[src/sv/tsm_pkg.sv]
`timescale 1ns / 1ps
// ----------------------------------------------------------------------------
// tsm_pkg
// Shared constants and types of the two-way sorted merge.
// ----------------------------------------------------------------------------
package tsm_pkg;

    localparam int WAIT_DEPTH = 16;
    localparam int IDX_W      = (WAIT_DEPTH > 1) ? $clog2(WAIT_DEPTH) : 1;
    localparam int CNT_W      = $clog2(WAIT_DEPTH + 1);
    localparam int SUM_W      = CNT_W + 1;
    localparam int DATA_W     = 32;

    localparam logic [1:0] CMD_PUSH_FIRST   = 2'd0;
    localparam logic [1:0] CMD_PUSH_SECOND  = 2'd1;
    localparam logic [1:0] CMD_CLOSE_FIRST  = 2'd2;
    localparam logic [1:0] CMD_CLOSE_SECOND = 2'd3;

    localparam logic [1:0] KIND_ELEM   = 2'd0;
    localparam logic [1:0] KIND_EMPTY  = 2'd1;
    localparam logic [1:0] KIND_REJECT = 2'd2;

    typedef logic [IDX_W-1:0] idx_t;
    typedef logic [CNT_W-1:0] cnt_t;

    typedef enum logic [4:0] {
        S_IDLE     = 5'b00001,
        S_DISPATCH = 5'b00010,
        S_PASS     = 5'b00100,
        S_MERGE    = 5'b01000,
        S_CLOSE    = 5'b10000
    } state_t;

endpackage

[src/sv/tsm_in_if.sv]
`timescale 1ns / 1ps
// ----------------------------------------------------------------------------
// tsm_in_if
// Input channel: command word with element value and end-of-list flag.
// ----------------------------------------------------------------------------
interface tsm_in_if;
    logic               valid;
    logic               ready;
    logic [1:0]         command;
    logic signed [31:0] value;
    logic               final_of_list;

    modport source (output valid, output command, output value, output final_of_list,
                    input ready);
    modport sink   (input valid, input command, input value, input final_of_list,
                    output ready);
endinterface

[src/sv/tsm_out_if.sv]
`timescale 1ns / 1ps
// ----------------------------------------------------------------------------
// tsm_out_if
// Output channel: merged element, result kind and end-of-run mark.
// ----------------------------------------------------------------------------
interface tsm_out_if;
    logic               valid;
    logic               ready;
    logic signed [31:0] merged_value;
    logic [1:0]         kind;
    logic               run_end;

    modport source (output valid, output merged_value, output kind, output run_end,
                    input ready);
    modport sink   (input valid, input merged_value, input kind, input run_end,
                    output ready);
endinterface

[src/sv/two_way_sorted_merge.sv]
`timescale 1ns / 1ps
// ----------------------------------------------------------------------------
// two_way_sorted_merge
// Merges two ascending signed streams into one, holding waiting elements of
// one list in a circular buffer kept in a one-read one-write synchronous memory.
// ----------------------------------------------------------------------------
// Flow: a word is accepted in S_IDLE and decoded in S_DISPATCH in the next
//   cycle; a reject is emitted from S_DISPATCH into the output register, other
//   results from S_PASS, S_MERGE or S_CLOSE, which pop waiting elements one by
//   one. A new word is taken only back in S_IDLE, after the last one is done;
//   an end-of-list flag adds S_CLOSE and its pops; a stalled result holds all.
// Reset: clears control state and empties the buffer; memory is not cleared.
module two_way_sorted_merge
    import tsm_pkg::*;
(
    input  logic      clk,
    input  logic      rst_n,
    tsm_in_if.sink    in_ch,
    tsm_out_if.source out_ch
);

    logic signed [DATA_W-1:0] mem [WAIT_DEPTH];

    state_t                   state_reg, state_next;
    logic [1:0]               cmd_reg;
    logic signed [DATA_W-1:0] val_reg;
    logic                     fin_reg;
    idx_t                     head_reg, head_next;
    cnt_t                     count_reg, count_next;
    logic                     owner_reg, owner_next;
    logic [1:0]               closed_reg, closed_next;
    logic                     any_reg, any_next;
    logic signed [DATA_W-1:0] rd_data_reg;

    logic                     out_valid_reg, out_valid_next;
    logic signed [DATA_W-1:0] merged_value_reg;
    logic [1:0]               kind_reg;
    logic                     run_end_reg;

    logic                     emit;
    logic signed [DATA_W-1:0] emit_val;
    logic [1:0]               emit_kind;
    logic                     emit_end;
    logic                     pop;
    logic                     app;
    logic                     in_ready;
    logic                     out_free;
    logic                     lst;
    logic                     oth;
    logic                     is_close;
    logic                     beats;
    logic [SUM_W-1:0]         tail_sum;
    idx_t                     wr_addr;

    assign lst      = cmd_reg[0];
    assign oth      = ~cmd_reg[0];
    assign is_close = (cmd_reg == CMD_CLOSE_FIRST) || (cmd_reg == CMD_CLOSE_SECOND);
    assign out_free = !out_valid_reg || out_ch.ready;
    assign beats    = (rd_data_reg < val_reg) || ((rd_data_reg == val_reg) && lst);

    assign tail_sum = SUM_W'(head_reg) + SUM_W'(count_reg);
    assign wr_addr  = (tail_sum >= SUM_W'(WAIT_DEPTH)) ? IDX_W'(tail_sum - SUM_W'(WAIT_DEPTH))
                                                       : IDX_W'(tail_sum);

    always_comb
    begin
        state_next  = state_reg;
        closed_next = closed_reg;
        emit        = 1'b0;
        emit_val    = '0;
        emit_kind   = KIND_ELEM;
        emit_end    = 1'b0;
        pop         = 1'b0;
        app         = 1'b0;
        in_ready    = 1'b0;

        case (state_reg)
            S_IDLE:
            begin
                in_ready = 1'b1;
                if (in_ch.valid)
                begin
                    state_next = S_DISPATCH;
                end
            end
            S_DISPATCH:
            begin
                if (is_close)
                begin
                    state_next = closed_reg[lst] ? S_IDLE : S_CLOSE;
                end
                else if (closed_reg[lst])
                begin
                    if (out_free)
                    begin
                        emit       = 1'b1;
                        emit_kind  = KIND_REJECT;
                        state_next = S_IDLE;
                    end
                end
                else if ((count_reg == '0) || (owner_reg == lst))
                begin
                    if (closed_reg[oth])
                    begin
                        state_next = S_PASS;
                    end
                    else if (count_reg == CNT_W'(WAIT_DEPTH))
                    begin
                        if (out_free)
                        begin
                            emit       = 1'b1;
                            emit_kind  = KIND_REJECT;
                            state_next = S_IDLE;
                        end
                    end
                    else
                    begin
                        app        = 1'b1;
                        state_next = fin_reg ? S_CLOSE : S_IDLE;
                    end
                end
                else
                begin
                    state_next = S_MERGE;
                end
            end
            S_PASS:
            begin
                if (count_reg != '0)
                begin
                    if (out_free)
                    begin
                        emit     = 1'b1;
                        emit_val = rd_data_reg;
                        pop      = 1'b1;
                    end
                end
                else
                begin
                    app        = 1'b1;
                    state_next = fin_reg ? S_CLOSE : S_IDLE;
                end
            end
            S_MERGE:
            begin
                if ((count_reg != '0) && beats)
                begin
                    if (out_free)
                    begin
                        emit     = 1'b1;
                        emit_val = rd_data_reg;
                        pop      = 1'b1;
                    end
                end
                else if (count_reg == '0)
                begin
                    app        = 1'b1;
                    state_next = fin_reg ? S_CLOSE : S_IDLE;
                end
                else if (out_free)
                begin
                    emit       = 1'b1;
                    emit_val   = val_reg;
                    state_next = fin_reg ? S_CLOSE : S_IDLE;
                end
            end
            S_CLOSE:
            begin
                closed_next[lst] = 1'b1;
                if (closed_reg[oth])
                begin
                    if (count_reg == '0)
                    begin
                        if (any_reg)
                        begin
                            state_next = S_IDLE;
                        end
                        else if (out_free)
                        begin
                            emit       = 1'b1;
                            emit_kind  = KIND_EMPTY;
                            emit_end   = 1'b1;
                            state_next = S_IDLE;
                        end
                    end
                    else if (out_free)
                    begin
                        emit     = 1'b1;
                        emit_val = rd_data_reg;
                        emit_end = (count_reg == CNT_W'(1));
                        pop      = 1'b1;
                    end
                end
                else if ((count_reg > CNT_W'(1)) && (owner_reg == oth))
                begin
                    if (out_free)
                    begin
                        emit     = 1'b1;
                        emit_val = rd_data_reg;
                        pop      = 1'b1;
                    end
                end
                else
                begin
                    state_next = S_IDLE;
                end
            end
            default:
            begin
                state_next = S_IDLE;
            end
        endcase
    end

    always_comb
    begin
        head_next      = head_reg;
        count_next     = count_reg;
        owner_next     = owner_reg;
        any_next       = any_reg;
        out_valid_next = out_valid_reg;

        if (pop)
        begin
            head_next  = (head_reg == IDX_W'(WAIT_DEPTH - 1)) ? '0 : head_reg + 1'b1;
            count_next = count_reg - 1'b1;
        end
        if (app)
        begin
            count_next = count_reg + 1'b1;
            owner_next = lst;
        end
        if (emit)
        begin
            out_valid_next = 1'b1;
            if (emit_kind == KIND_ELEM)
            begin
                any_next = 1'b1;
            end
        end
        else if (out_ch.ready)
        begin
            out_valid_next = 1'b0;
        end
    end

    always_ff @(posedge clk)
    begin
        if (app)
        begin
            mem[wr_addr] <= val_reg;
        end
    end

    // forward an append that lands on the next head
    always_ff @(posedge clk)
    begin
        if (app && (wr_addr == head_next))
        begin
            rd_data_reg <= val_reg;
        end
        else
        begin
            rd_data_reg <= mem[head_next];
        end
    end

    always_ff @(posedge clk or negedge rst_n)
    begin
        if (!rst_n)
        begin
            state_reg     <= S_IDLE;
            head_reg      <= '0;
            count_reg     <= '0;
            owner_reg     <= 1'b0;
            closed_reg    <= '0;
            any_reg       <= 1'b0;
            out_valid_reg <= 1'b0;
        end
        else
        begin
            state_reg     <= state_next;
            head_reg      <= head_next;
            count_reg     <= count_next;
            owner_reg     <= owner_next;
            closed_reg    <= closed_next;
            any_reg       <= any_next;
            out_valid_reg <= out_valid_next;
        end
    end

    always_ff @(posedge clk)
    begin
        if (in_ready && in_ch.valid)
        begin
            cmd_reg <= in_ch.command;
            val_reg <= in_ch.value;
            fin_reg <= in_ch.final_of_list;
        end
        if (emit)
        begin
            merged_value_reg <= emit_val;
            kind_reg         <= emit_kind;
            run_end_reg      <= emit_end;
        end
    end

    assign in_ch.ready         = in_ready;
    assign out_ch.valid        = out_valid_reg;
    assign out_ch.merged_value = merged_value_reg;
    assign out_ch.kind         = kind_reg;
    assign out_ch.run_end      = run_end_reg;

endmodule

[src/flat_wrapper.sv]
// flat-port wrapper written by rule: the top's interface ports become plain ports
module two_way_sorted_merge_flat import tsm_pkg::*;
  (clk, rst_n, in_ch_valid, in_ch_command, in_ch_value, in_ch_final_of_list, in_ch_ready, out_ch_valid, out_ch_merged_value, out_ch_kind, out_ch_run_end, out_ch_ready);
  tsm_in_if in_ch_i ();
  tsm_out_if out_ch_i ();
  input  logic clk;
  input  logic rst_n;
  input wire logic [$bits(in_ch_i.valid)-1:0] in_ch_valid;
  input wire logic [$bits(in_ch_i.command)-1:0] in_ch_command;
  input wire logic [$bits(in_ch_i.value)-1:0] in_ch_value;
  input wire logic [$bits(in_ch_i.final_of_list)-1:0] in_ch_final_of_list;
  output wire logic [$bits(in_ch_i.ready)-1:0] in_ch_ready;
  output wire logic [$bits(out_ch_i.valid)-1:0] out_ch_valid;
  output wire logic [$bits(out_ch_i.merged_value)-1:0] out_ch_merged_value;
  output wire logic [$bits(out_ch_i.kind)-1:0] out_ch_kind;
  output wire logic [$bits(out_ch_i.run_end)-1:0] out_ch_run_end;
  input wire logic [$bits(out_ch_i.ready)-1:0] out_ch_ready;
  assign in_ch_i.valid = in_ch_valid;
  assign in_ch_i.command = in_ch_command;
  assign in_ch_i.value = in_ch_value;
  assign in_ch_i.final_of_list = in_ch_final_of_list;
  assign in_ch_ready = in_ch_i.ready;
  assign out_ch_valid = out_ch_i.valid;
  assign out_ch_merged_value = out_ch_i.merged_value;
  assign out_ch_kind = out_ch_i.kind;
  assign out_ch_run_end = out_ch_i.run_end;
  assign out_ch_i.ready = out_ch_ready;
  two_way_sorted_merge u_core (.clk(clk), .rst_n(rst_n), .in_ch(in_ch_i), .out_ch(out_ch_i));
endmodule
[config.mk]
export PLATFORM = sky130hd
export DESIGN_NAME = two_way_sorted_merge_flat
export DESIGN_NICKNAME = d
export VERILOG_FILES = /design/src/sv/tsm_pkg.sv /design/src/sv/tsm_in_if.sv /design/src/sv/tsm_out_if.sv /design/src/sv/two_way_sorted_merge.sv /design/src/flat_wrapper.sv
export SDC_FILE = /design/constraint.sdc
export NUM_CORES = 1
export LEC_CHECK = 0
export ABC_AREA = 1
export BUFFER_PORTS_ARGS = -buffer_cell sky130_fd_sc_hd__buf_2
export CORE_MARGIN = 5
export CORE_UTILIZATION = 40
export CTS_CLUSTER_DIAMETER = 100
export CTS_CLUSTER_SIZE = 28
export DETAILED_ROUTE_END_ITERATION = 16
export GPL_TIMING_DRIVEN = 0
export PLACE_DENSITY = 0.52
export REMOVE_ABC_BUFFERS = 1
export SKIP_LAST_GASP = 1
export SLEW_MARGIN = 20
export SYNTH_ARGS = -nofsm -noshare
export SYNTH_HDL_FRONTEND = slang
export SYNTH_SLANG_ARGS = --single-unit
export TNS_END_PERCENT = 50
[constraint.sdc]
create_clock -name clk -period 5.19 [get_ports clk]
set_input_delay 0.519 -clock clk [delete_from_list [all_inputs] [get_ports clk]]
set_output_delay 0.519 -clock clk [all_outputs]
set_load 0.01 [all_outputs]
==> reports/results.ini, run 1 <==
[outcome]
status=completed

[cells_and_area]
drive_gt1_frac=0.115
final_core_util=0.456
fin_nets=2111
diodes=0
most-common-layout-cells=edfxtp_1, inv_1, nand2_1
area_delta_synth_final_pct=13.7
final_area_um2=29200
largest_reg_flops=512
layout_commonest_cell=edfxtp_1

[pwr]
finalPower_w=0.0130
p_leak_nw=10.4
peakVddDrop_uv=338
p_per_area_nw_per_um2=443

[synthesis]
ys_types=48
synth_area_leader_cell=edfxtp_1
synth_area_per_cell_um2=13.1
syn-cell-area_um2=25700
synth_warnings=0
synth.yosys.seq_area_share=0.701
yosys_register_bits=605
synth_top_area_frac=0.680
synthCells=1962
synth_area_leaders=edfxtp_1, mux2i_1, o211ai_1

[die]
fp.dieH_um=264
fp.dieW_um=264
core_um2=64100
initial_utilization=0.401
boundaryPins=76
die-area_um2=69500
fp-row-count=93

[sta]
whs_ps=73.5
final.min_clock_period_ps=4740
setup_viol=0
worstMarginPinSlew_ps=777
slew_headroom=0.482
hold_violations=0
rsz0062_at_grt=no
skew_ps=28.2
min_period_over_period=0.914
setup_ws_ps=445
slew_viol_final=0
fmax_mhz=211

[run]
drv_cap=0

[cts]
numClockSinks=605
cts_buffers=28
clock_latency_ps=620
htreeDepth=1
clock-root-buffer=clkbuf_16
clk_pin_slew_ps=110
cts_tree=yes
clockBufferDepth=3

[worst_setup_path]
ff2ff_setup_slack_ps=450
worst_setup_path_end_kind=flop
r2r_cells=22
cp.required_ps=5540
critical_path_arrival_ps=5090
cp_max_fo=56
timing.rr.end=u_core.out_ch.merged_value[7]$_DFFE_PP_
criticalPathCategory=flop to flop
cp-start-kind=flop

[hold_path]
hold_class=input pin to flop
min-delay-start=in_ch_value[19]
min_to=u_core.val_reg[19]$_DFFE_PP_
whs_path_depth=1

[routing]
routedWlPerCell_um=22.9
final_antenna_net_count=0
vias=15462
routed_wirelength_um=66600
first_pass_iters=7
drt-initial-drc-count=1232
drc=0
routed_via_density=5.32

[placed_design]
dp_slack_ps=-455
portBuffers=75
place.gp.congestion=0.787
hpwlAfterDp_um=39200
placed_area_um2=28000

[grt]
antenna_found_initial=0
track_usage=0.182
grt-ovfl-total=0
grt_pass1_vias=15169
grt_max_degree=75
grt_pass1_wl_um=97200

==> how the worst max path moves through the flow <==
stage / start / end / slack (ps)
2_1_floorplan: flop / u_core.out_ch.merged_value[0]$_DFFE_PP_ / -5720
3_3_place_gp: flop / u_core.out_ch.merged_value[30]$_DFFE_PP_ / -11600
3_5_place_dp: flop / u_core.out_ch.merged_value[7]$_DFFE_PP_ / -450
4_1_cts: flop / u_core.out_ch.merged_value[7]$_DFFE_PP_ / 30
5_1_grt: flop / u_core.out_ch.merged_value[7]$_DFFE_PP_ / 40
6_report: flop / u_core.out_ch.merged_value[7]$_DFFE_PP_ / 450
==> power by group <==
group          total (W)  switching, W  internal (W)
sequential       0.00621      0.000379       0.00583
combinational    0.00401       0.00254       0.00147
clock            0.00273       0.00156       0.00117
total             0.0130       0.00449       0.00847
==> cell families (layout without fill, tap and decap cells) <==
| family | Yosys count | after routing | share of synthesized area |
|---|---|---|---|
| xor+xnor | 10 | 10 | 0.00341 |
| compound gates | 502 | 502 | 0.112 |
| buf+inv | 325 | 414 | 0.0535 |
| simple gates | 352 | 353 | 0.0606 |
| fa+ha+maj | 40 | 40 | 0.0198 |
| flops | 605 | 605 | 0.701 |
| mux | 128 | 128 | 0.0498 |
==> synthesized netlist by cell type (all sizes together) <==
cell type,n
clkinv,1
dfstp,1
o211ai,128
a21o,1
a21oi,175
xnor2,4
clkbuf,58
nand3b,1
o311a,1
nand4,9
ha,39
xor2,6
nand2,204
mux2i,128
edfxtp,582
o31ai,1
nand3,89
nor2,38
dfxtp,4
nor4,1
a41oi,1
nor3b,2
nor3,6
dfrtp,18
o22ai,2
o2111ai,1
or2,2
fa,1
o21a,4
o21bai,2
o21ai,186
inv,219
buf,47
==> stage by stage <==
| stage | instances | TNS (ps) |
|---|---|---|
| finish | 2907 | 0 |
| global route | 2907 | 0 |
| CTS | 2900 | 0 |
| detailed placement | 2842 | -12110 |
| global placement | 2787 | -1103190 |
| floorplan | 1857 | -273840 |
==> per-layer routing <==
layer  global-route usage  up-vias  routed length (um)
met5                    0        -                   0
met4               0.0281        0                1020
met3               0.0192       59                3000
met2                0.307      364               31900
met1                0.264     7739               30700
li1                     -     7300                   -
==> area by class of cell <==
cell class / instances / area [um^2]
clock buffers: 36 / 752
clock inverters: 14 / 169
fillers: 5722 / 34900
inverters: 220 / 846
multi-input cells: 1033 / 6480
flip-flops and latches: 605 / 18000
well taps: 855 / 1070
repair buffers: 144 / 1870
==> critical path: stages, from the launching register on <==
cell and delay (ps):
dfxtp_4 630, buf_16 300, buf_16 310, inv_16 160, buf_16 240, o211ai_1 220
o211ai_1 140, nand2_1 170, ha_1 160, nand2_1 60, nor2_1 210, nand2_1 150
nor2_1 230, nand2_1 80, nand3_1 130, nand2_1 80, nand3_1 100, nand3_2 260
nand3_4 260, nand3_4 100, buf_12 200, nand2_1 80, nand2_1 90
==> repair_timing <==
action | 4_1_cts | 5_1_grt
setup buffers | 4 | 3
setup endpoints to repair | 32 | 32
endpoints found under the hold margin | 18 | 0
hold buffers | 1 | 0
gates cloned | 3 | 3
resized for setup | 3 | 1
Note: power is estimated with default switching activity, not from simulation.
==> run 2: changes to the inputs <==
- CAP_MARGIN: default -> 20
- CTS_BUF_LIST: default -> sky130_fd_sc_hd__clkbuf_16
- TNS_END_PERCENT: 50 -> default
==> reports/results.ini, run 2 (synthesis gave the netlist of run 1 again) <==
[worst_setup_path]
crit_chain=buf_16 -> buf_16 -> inv_12 -> buf_16 -> o21ai_0 -> o211ai_1 -> nand2_1 -> ha_1 -> nand2_1 -> nor2_1 -> nand2_1 -> nor2_1 -> nand2_1 -> nand3_1 -> nand2_1 -> nand3_1 -> nand3_2 -> nand3_4 -> nand3_4 -> buf_12 -> nand2_1 -> nand2_1
cp.required_ps=5520  ; -20 ps
path_common_cell=nand2_1
cp_max_fo=56  ; unchanged
cpPeakStageDelay_ps=490  ; -140 ps
slowest_stage=dfxtp_4
critical_path_arrival_ps=5130  ; +40 ps
cp-start-kind=flop
worst_setup_path_end_kind=flop
criticalPathCategory=flop to flop

[die]
boundaryPins=76  ; unchanged
fp.dieW_um=264  ; unchanged
fp.dieH_um=264  ; unchanged
fp-row-count=93  ; unchanged
core_um2=64100  ; unchanged
initial_utilization=0.401  ; unchanged
die-area_um2=69500  ; unchanged

[cells_and_area]
fin_nets=2111  ; unchanged
n_fill_cell=5724  ; +0.035%
largest_reg_flops=512  ; unchanged
seq_area_um2=18000  ; unchanged
diodes=0  ; unchanged
layout_commonest_cell=edfxtp_1
drive_gt1_frac=0.114  ; about the same
final_area_um2=29200  ; about the same
multi_input_area_um2=6480  ; unchanged
most-common-layout-cells=edfxtp_1, inv_1, nand2_1
area_delta_synth_final_pct=13.6  ; about the same

[grt]
track_usage=0.181  ; -0.00121
antenna_found_initial=0  ; unchanged
grt_max_degree=75  ; unchanged
grt-ovfl-total=0  ; unchanged
grt_pass1_vias=15021  ; -0.98%
grt_pass1_wl_um=96400  ; -0.86%

[pwr]
finalPower_w=0.0129  ; -0.23%
p_per_area_nw_per_um2=442  ; -0.21%
peakVddDrop_uv=350  ; +3.7%
p_leak_nw=10.4  ; +0.21%

[sta]
min_period_over_period=0.924  ; +0.0101
fmax_mhz=208  ; -1.1%
setup_viol=0  ; unchanged
skew_ps=27.5  ; -0.723 ps
rsz0062_at_grt=no
worstMarginPinSlew_ps=826  ; +49.2 ps
slew_viol_final=0  ; unchanged
hold_violations=0  ; unchanged
slew_headroom=0.449  ; -0.0328
final.min_clock_period_ps=4800  ; +52.7 ps

[placed_design]
hpwlAfterDp_um=39100  ; -0.18%
place.gp.congestion=0.787  ; unchanged
placed_area_um2=28000  ; unchanged
portBuffers=75  ; unchanged

[cts]
cts_tree=yes
clockBufferDepth=3  ; unchanged
htreeDepth=1  ; unchanged
clock-root-buffer=clkbuf_16
clock_latency_ps=610  ; about the same
clk_pin_slew_ps=110  ; about the same
cts_buffers=28  ; unchanged
numClockSinks=605  ; unchanged

[routing]
vias=15423  ; -0.25%
routed_via_density=5.30  ; -0.29%
first_pass_iters=6  ; -1
routed_wirelength_um=66800  ; +0.23%
final_antenna_net_count=0  ; unchanged
drt-initial-drc-count=1295  ; +5.1%
drc=0  ; unchanged
routedWlPerCell_um=23.0  ; +0.20%

[hold_path]
hold_class=input pin to flop
min-delay-start=in_ch_value[19]

[outcome]
status=completed

[run]
drv_cap=0  ; unchanged

## run 2: cell count changes in the layout (fill, tap and decap cells not counted), sizes merged
| cell | delta |
|---|---|
| clkbuf | -6 |
| inv | +6 |
| clkinv | +2 |
| bufbuf | -1 |
## run 2: final timing paths
| kind | end | slack [ps] | cells after the start |
|---|---|---|---|
| min in group asynchronous | u_core.count_reg[4]$_DFFE_PN0P_ | 380 | 2 |
| worst min register to register | u_core.closed_reg[1]$_DFFE_PN0N_ | 510 | 2 |
| worst max-delay path | u_core.out_ch.merged_value[22]$_DFFE_PP_ | 390 | 22 |
| max in group asynchronous | u_core.state_reg[0]$_DFFE_PN1P_ | 4460 | 2 |
| worst max register to register | u_core.out_ch.merged_value[22]$_DFFE_PP_ | 390 | 22 |
| worst min-delay path | u_core.val_reg[19]$_DFFE_PP_ | 80 | 1 |
## run 2: where the power goes
part / internal [W] / leakage (nW) / switching (W)
logic: 0.00146 / 4.42 / 0.00255
registers: 0.00583 / 5.51 / 0.000380
clock network: 0.00116 / 0.479 / 0.00155
total: 0.00845 / 10.4 / 0.00448
## run 2: final cells by class
type                    instances  area share
clock buffers                  29      0.0248
clock inverters                22     0.00681
inverters                     220      0.0288
multi-input cells            1033       0.222
flip-flops and latches        605       0.618
well taps                     855      0.0366
repair buffers                144      0.0638
## run 2: metal layers
layer	vias up	routed length (um)	share of wire	track usage
met4	0	1020	0.015	0.0254
li1	7289	-	-	-
met3	58	3630	0.054	0.0205
met2	409	31900	0.48	0.304
met5	-	0	0	0
met1	7667	30200	0.45	0.263
## run 2: critical path: cells and delay by family (launching register included)
| kind | cells | cell delay [ps] |
|---|---|---|
| and+or+nand+nor | 14 | 1940 |
| buffers and inverters | 5 | 1270 |
| DFF | 1 | 490 |
| AOI/OAI and AO/OA | 2 | 370 |
| adders and majority gates | 1 | 320 |
## run 2: metrics by stage
stage	util	worst slack (ps)	hold slack (ps)	setup TNS, ps	instances
finish	0.456	392	79.9	0	2908
detailed placement	0.437	-446	481	-11770	2842
floorplan	-	-5720	223	-273840	1857
global route	0.456	79.3	47.5	0	2908
global placement	0.415	-11600	467	-1103190	2787
CTS	0.454	7.37	41.8	0	2900
## run 2: timing repair
| item | 4_1_cts | 5_1_grt |
|---|---|---|
| hold buffers | 1 | 0 |
| gates cloned | 2 | 4 |
| hold endpoints to repair | 18 | 0 |
| endpoints found under the setup margin | 32 | 32 |
| resized for setup | 3 | 0 |
| buffers inserted | 4 | 3 |
==> run 3: changes to the inputs <==
- REMOVE_ABC_BUFFERS: 1 -> default
==> reports/results.ini, run 3 (synthesis gave the netlist of run 1 again) <==
[outcome]
status=completed

[cells_and_area]
drive_gt1_frac=0.117  ; +0.00260
fin_nets=2184  ; +3.5%
largest_reg_flops=512  ; unchanged
final_cells=2982  ; +2.5%
final_area_um2=29100  ; -0.56%
diodes=0  ; unchanged
n_fill_cell=5734  ; +0.17%
most-common-layout-cells=edfxtp_1, inv_1, nand2_1
area_delta_synth_final_pct=13.0
layout_commonest_cell=edfxtp_1

[worst_setup_path]
criticalPathCategory=flop to flop
r2r_cells=17  ; -23%
crit_path_end=u_core.out_ch.merged_value[18]$_DFFE_PP_
cp-start-kind=flop
ff2ff_setup_slack_ps=240  ; -160 ps
cp_max_fo=10  ; -82%
cp.required_ps=5640  ; +120 ps
timing.rr.end=u_core.out_ch.merged_value[18]$_DFFE_PP_
critical_path_arrival_ps=5410  ; +280 ps
worst_setup_path_end_kind=flop

[grt]
grt_pass1_vias=16157  ; +7.6%
grt_pass1_wl_um=112000  ; +16%
grt-ovfl-total=0  ; unchanged
antenna_found_initial=1  ; +1
grt_max_degree=33  ; -56%
track_usage=0.217  ; +0.0357

[pwr]
p_leak_nw=10.4  ; -0.16%
finalPower_w=0.0132  ; +2.4%
pwr-share-clk=0.210  ; about the same
peakVddDrop_uv=268  ; -23%
p_sw_frac=0.367  ; +0.0202
p_seq_frac=0.470  ; -0.010
p_int_w=0.00838  ; -0.80%
combPwrFrac=0.320  ; +0.010
p_per_area_nw_per_um2=455  ; +2.9%
p_sw_w=0.00485  ; +8.3%

[routing]
drc=0  ; unchanged
routed_via_density=5.48  ; +3.2%
first_pass_iters=5  ; -1
routedWlPerCell_um=26.0  ; +13%
vias=16329  ; +5.9%
routed_wirelength_um=77500  ; +16%
final_antenna_net_count=0  ; unchanged
drt-initial-drc-count=1643  ; +27%

[cts]
cts_tree=yes
cts_buffers=28  ; unchanged
htreeDepth=1  ; unchanged
clock-root-buffer=clkbuf_16
clk_pin_slew_ps=110  ; about the same
numClockSinks=605  ; unchanged
clock_latency_ps=620  ; about the same
clockBufferDepth=3  ; unchanged

[die]
fp.dieW_um=264  ; unchanged
initial_utilization=0.401  ; unchanged
fp.dieH_um=264  ; unchanged
fp-row-count=93  ; unchanged
boundaryPins=76  ; unchanged
die-area_um2=69500  ; unchanged
core_um2=64100  ; unchanged

[run]
drv_cap=0  ; unchanged

[sta]
slew_headroom=0.238  ; -0.211
slew_viol_final=0  ; unchanged
hold_violations=0  ; unchanged
rsz0062_at_grt=no
skew_ps=25.5  ; -1.93 ps
setup_viol=0  ; unchanged
final.min_clock_period_ps=4950  ; +155 ps
fmax_mhz=202  ; -3.1%
worstMarginPinSlew_ps=1140  ; +316 ps
min_period_over_period=0.954  ; +0.0299

[placed_design]
hpwlAfterDp_um=51700  ; +32%
dp.cells=2929  ; +3.1%
place.gp.congestion=0.853  ; +8.3%
portBuffers=75  ; unchanged
placed_area_um2=28100  ; +0.21%

[synthesis]
synth.net_count=2041

[hold_path]
hold_class=input pin to flop

run 3: cell count changes in the layout (fill, tap and decap cells not counted), moves of 4 or more:
cell	before	now
buf_16	34	23
clkinv_4	4	0
clkbuf_1	0	48
buf_2	78	97
clkbuf_2	0	10
buf_12	16	6
buf_6	0	12
buf_1	0	7
run 3: what timing repair did:
item / CTS / global route
setup buffers: 0 / 0
hold endpoints to repair: 18 / 0
gates resized for setup: 6 / 14
setup endpoints to repair: 30 / 30
hold buffers: 1 / 0
run 3: power groups by stage:
stage | logic, W | registers, W | clock network [W]
after floorplan | 0.00262 | 0.00619 | 0
after global routing | 0.00463 | 0.00625 | 0.00302
after CTS | 0.00424 | 0.00621 | 0.00284
final | 0.00423 | 0.00621 | 0.00278
after detailed placement | 0.00422 | 0.00632 | 0
after global placement | 0.00405 | 0.00634 | 0
run 3: how the worst min path moves through the flow:
| stage | slack [ps] | cells past startpoint | from | endpoint |
|---|---|---|---|---|
| global placement | 470 | 2 | u_core.closed_reg[0]$_DFFE_PN0N_ | u_core.closed_reg[0]$_DFFE_PN0N_ |
| finish | 70 | 1 | in_ch_final_of_list | u_core.fin_reg$_DFFE_PP_ |
| floorplan | 220 | 0 | rst_n | u_core.any_reg$_DFFE_PN0P_ |
| global route | 40 | 1 | in_ch_value[5] | u_core.val_reg[5]$_DFFE_PP_ |
| CTS | 40 | 1 | in_ch_final_of_list | u_core.fin_reg$_DFFE_PP_ |
| detailed placement | 480 | 2 | u_core.closed_reg[1]$_DFFE_PN0N_ | u_core.closed_reg[1]$_DFFE_PN0N_ |
run 3: final cells by class:
type / instances / area, um^2 / share of cell area
Sequential cell: 605 / 18000 / 0.621
Multi-Input combinational cell: 1032 / 6430 / 0.221
Timing Repair Buffer: 113 / 1180 / 0.0406
Tap cell: 855 / 1070 / 0.0368
Inverter: 220 / 833 / 0.0287
Clock buffer: 30 / 751 / 0.0258
Buffer: 105 / 568 / 0.0195
Clock inverter: 22 / 188 / 0.00646
run 3: worst max-delay path, cell delays in order (launching register included):
cell and delay [ps]:
dfxtp_1 430, clkbuf_1 510, clkbuf_1 710, o211ai_1 250, nand3_1 210, nand2_1 80, ha_1 400, nand2_1 110
nor2_2 150, nand3_1 140, nor3b_2 350, nand2_1 140, nand3_1 110, nand3_2 180, nand2_2 300, buf_2 390
nand3_1 120, nand2_1 180
run 3: metrics by stage:
step / hold WS [ps] / TNS, ps / worst slack, ps / util
2_1_floorplan: 223 / 0 / 662 / -
3_3_place_gp: 470 / -428730 / -4130 / 0.424
3_5_place_dp: 477 / -4050 / -216 / 0.438
4_1_cts: 39.1 / 0 / 32.4 / 0.453
5_1_grt: 36.3 / 0 / 33.8 / 0.453
6_report: 68.4 / 0 / 237 / 0.453
run 3: metal layers:
| metal | up-vias | share of wire | global-route usage |
|---|---|---|---|
| li1 | 7436 | - | - |
| met1 | 8226 | 0.43 | 0.312 |
| met2 | 570 | 0.48 | 0.360 |
| met3 | 97 | 0.067 | 0.0250 |
| met4 | 0 | 0.022 | 0.0453 |
| met5 | - | 0 | 0 |
